[src/design/bthin_pkg.sv]
// Shared constants, types and codes of the binary image thinning block.
package bthin_pkg;

	localparam int unsigned MAX_WIDTH  = 256;
	localparam int unsigned MAX_HEIGHT = 256;
	localparam int unsigned CAPACITY   = MAX_WIDTH * MAX_HEIGHT;
	localparam int unsigned ADDR_W     = $clog2(CAPACITY);
	localparam int unsigned CFG_W      = 9;
	localparam int unsigned CNT_W      = 17;
	localparam int unsigned PIX_W      = 8;
	localparam int unsigned PADDR_W    = 3;
	localparam int unsigned PDATA_W    = 32;

	localparam logic [PIX_W-1:0] FG_VALUE = 8'd255;
	localparam logic [PIX_W-1:0] BG_VALUE = 8'd0;
	localparam logic [CFG_W-1:0] MIN_DIM  = 9'd3;
	localparam logic [CFG_W-1:0] MAX_W    = CFG_W'(MAX_WIDTH);
	localparam logic [CFG_W-1:0] MAX_H    = CFG_W'(MAX_HEIGHT);
	localparam logic [CFG_W-1:0] DIM_RST  = 9'd256;

	typedef enum logic {
		OP_LOAD  = 1'b0,
		OP_FETCH = 1'b1
	} op_t;

	typedef enum logic {
		REG_WIDTH  = 1'b0,
		REG_HEIGHT = 1'b1
	} reg_idx_t;

	typedef enum logic [1:0] {
		PH_SUB0,
		PH_SUB1,
		PH_CLEAN
	} phase_t;

	typedef enum logic [2:0] {
		ST_IDLE,
		ST_FETCH,
		ST_COPY,
		ST_SCAN,
		ST_EVAL
	} state_t;

	// Window bits: center, then p2..p9 clockwise from north.
	typedef struct packed {
		logic p9;
		logic p8;
		logic p7;
		logic p6;
		logic p5;
		logic p4;
		logic p3;
		logic p2;
		logic ctr;
	} window_t;

endpackage

[src/design/bthin_eval.sv]
// Deletion test on one 3x3 window: thinning subiterations and staircase cleanup.
module bthin_eval (
	input  bthin_pkg::window_t win,
	input  bthin_pkg::phase_t  phase,
	output logic               del
);
	logic [7:0] ring;
	logic [3:0] trans;
	logic [3:0] fg;
	logic       m1;
	logic       m2;
	logic       zs_del;
	logic       st_del;

	assign ring = {win.p9, win.p8, win.p7, win.p6, win.p5, win.p4, win.p3, win.p2};

	always_comb begin
		trans = '0;
		for (int k = 0; k < 8; k++) begin
			trans = trans + 4'(!ring[k] && ring[(k + 1) % 8]);
		end
		fg = 4'($countones(ring));
		if (phase == bthin_pkg::PH_SUB1) begin
			m1 = win.p2 && win.p4 && win.p8;
			m2 = win.p2 && win.p6 && win.p8;
		end else begin
			m1 = win.p2 && win.p4 && win.p6;
			m2 = win.p4 && win.p6 && win.p8;
		end
		zs_del = (trans == 4'd1) && (fg >= 4'd2) && (fg <= 4'd6) && !m1 && !m2;
		// nw=p9 n=p2 ne=p3 e=p4 se=p5 s=p6 sw=p7 w=p8
		st_del = (!win.p3 && ((win.p9 && win.p8 && win.p6) || (win.p5 && win.p6 && win.p8)))
			|| (!win.p9 && ((win.p2 && win.p4 && win.p6) || (win.p4 && win.p6 && win.p7)));
		del = win.ctr && ((phase == bthin_pkg::PH_CLEAN) ? st_del : zs_del);
	end
endmodule

[config.mk]
export PLATFORM = sky130hd
export DESIGN_NAME = bthin_eval
export DESIGN_NICKNAME = d
export VERILOG_FILES = /design/src/design/bthin_pkg.sv /design/src/design/bthin_eval.sv
export SDC_FILE = /design/constraint.sdc
export NUM_CORES = 1
export LEC_CHECK = 0
export BUFFER_PORTS_ARGS = -buffer_cell sky130_fd_sc_hd__buf_2
export CAP_MARGIN = 25
export CORE_AREA = 2 2 39 41
export DETAILED_ROUTE_END_ITERATION = 12
export DIE_AREA = 0 0 41 43
export GPL_ROUTABILITY_DRIVEN = 0
export PLACE_DENSITY = 0.68
export SYNTH_ARGS = -nofsm -noshare
export SYNTH_HDL_FRONTEND = slang
export SYNTH_SLANG_ARGS = --single-unit
[constraint.sdc]
create_clock -name vclk -period 5.25
set_input_delay 0.7875 -clock vclk [all_inputs]
set_output_delay 0.7875 -clock vclk [all_outputs]
set_load 0.01 [all_outputs]
==> reports/metrics.yaml <==
sta:
  finalHoldViolations: 0
  max_freq_mhz: 201
  setup_violations: 0
  rsz0062_at_grt: "false"
  post-route-worst-setup-slack_ps: 277
  maxSlewHeadroom: 0.825
  finalSetupTns_ps: 0
  min_period_ps: 4970
  hold_ws_ps: 1970
  drv_slew: 0
  post-route-period-util: 0.947
  worst_slew_pin_slew_ps: 258
global_route:
  grt_overflow: 0
  antenna_found_initial: 0
  grt_max_degree: 8
  grt_pass1_vias: 423
  grt_pass1_wl_mm: 1.70
  grt_usage: 0.135
die:
  die_w_microns: 41
  start_util: 0.347
  rows: 14
  die_y_microns: 43
  ios: 12
  design.core.area_sq_mm: 0.00138
  die-area_sq_mm: 0.00176
run:
  max_cap_viol_count: 0
detailed_routing:
  firstDrtPassIters: 4
  wl_per_cell_microns: 11.1
  ant_nets: 0
  via_count: 424
  drc: 0
  drt_iter0_markers: 6
  drt-total-wl_microns: 974
  via_per_inst: 4.82
layout:
  final_area_sq_um: 568
  nets: 100
  seqCellArea_sq_um: 0
  drive_above_1_share: 0.194
  syn_to_final_growth_pct: 18.2
  clkbuf_count: 0
  design.seq.count: 0
  diodes: 0
placement:
  hpwl_microns: 921
  portBuffers: 12
  placed_cell_area_sq_um: 568
  place_ws_ps: 257
synthesis:
  yosysTopAreaCell: "fa_1"
  synth_nets: 85
  yosysWarningCount: 0
  synth_top_area_frac: 0.333
  avgSynthCellArea_sq_um: 8.14
  ys_types: 18
  netlist_area_sq_um: 480
  synth_area_leaders: "fa_1 (33%), ha_1 (18%), inv_1 (14%)"
  syn-instance-count: 59
  yosysSeqAreaShare: 0
clock_network:
  post_cts_resized: 0
  cts_setup_buffers: 0
  hold_buffers: 0
worst_hold_path:
  min_to: "del"
  hold_depth: 4
  min_from: "win[0]"
  hold_path.class: "primary input to primary output"
power_and_ir_drop:
  ir_drop_mv: 0.0579
  p_per_area_mw_per_mm2: 158
  p_total_mw: 0.0895
  p_leak_nw: 0.308
worst_setup_path:
  critPathArrivalTime_ps: 4190
  critPathRequiredTime_ps: 4460
  critPathKind: "primary input to primary output"
  worstSetupStartpointType: "primary input"
  crit_fanout: 3
  critPathCaptureType: "primary output"
  critPathLaunch: "win[1]"
outcome:
  status: "complete, no violations"
[worst max path at each step]
stage               endpoint  slack [ps]  cells past startpoint
CTS                      del         260                     14
detailed placement       del         260                     14
floorplan                del         520                     12
global placement         del         310                     14
global route             del         110                     14
finish                   del         280                     14
[cell type report]
| type | instances | area [sq um] |
|---|---|---|
| repair buffers | 13 | 67.6 |
| well taps | 16 | 20.0 |
| inverters | 18 | 67.6 |
| multi-input cells | 41 | 413 |
| fillers | 157 | 816 |
[placed cells by master (no fill, tap or decap)]
cell type | netlist | layout
inv_1 | 18 | 18
buf_2 | 0 | 12
fa_1 | 8 | 8
ha_1 | 7 | 7
nor2_1 | 6 | 6
a211oi_1 | 3 | 3
o21ai_0 | 3 | 3
nor2b_1 | 2 | 2
nand4_1 | 2 | 2
a21oi_1 | 1 | 1
nand3_1 | 1 | 1
nand2b_1 | 1 | 1
and2b_4 | 1 | 1
xnor2_1 | 1 | 1
mux2i_1 | 1 | 1
o311ai_1 | 1 | 1
o211a_1 | 1 | 1
o2111ai_1 | 1 | 1
o31ai_1 | 1 | 1
buf_4 | 0 | 1
[through the flow]
stage,util,cells
2_1_floorplan,-,59
3_3_place_gp,0.410,88
3_5_place_dp,0.410,88
4_1_cts,0.410,88
5_1_grt,0.410,88
6_report,0.410,88
[layer usage]
layer,wire length (microns),track usage
met1,443,0.196
met2,499,0.231
met3,31,0
met4,0,0
met5,0,0
[cell families (layout without fill, tap and decap cells)]
kind of cell / count (synthesis) / count (layout) / synth area share
buf+inv: 18 / 31 / 0.141
mux: 1 / 1 / 0.0208
xor+xnor: 1 / 1 / 0.0182
fa+ha+maj: 15 / 15 / 0.516
compound gates: 11 / 11 / 0.161
simple gates: 13 / 13 / 0.143
[cells in the mapped netlist]
cell type,instances
inv_1,18
fa_1,8
ha_1,7
nor2_1,6
a211oi_1,3
o21ai_0,3
nand4_1,2
nor2b_1,2
a21oi_1,1
and2b_4,1
mux2i_1,1
nand2b_1,1
nand3_1,1
o2111ai_1,1
o211a_1,1
o311ai_1,1
o31ai_1,1
xnor2_1,1
[power breakdown]
part,switching (mW),total [mW],internal [mW]
clock,0,0,0
sequential,0,0,0
combinational,0.0451,0.0895,0.0444
[worst max-delay path: stages]
cell      delay [ps]
buf_2            100
inv_1             50
ha_1             210
fa_1             510
fa_1             510
fa_1             550
ha_1             170
inv_1             50
fa_1             470
nand3_1           60
a211oi_1         180
o21ai_0          120
o31ai_1          240
buf_2            170
(Power assumes the default switching activity.)
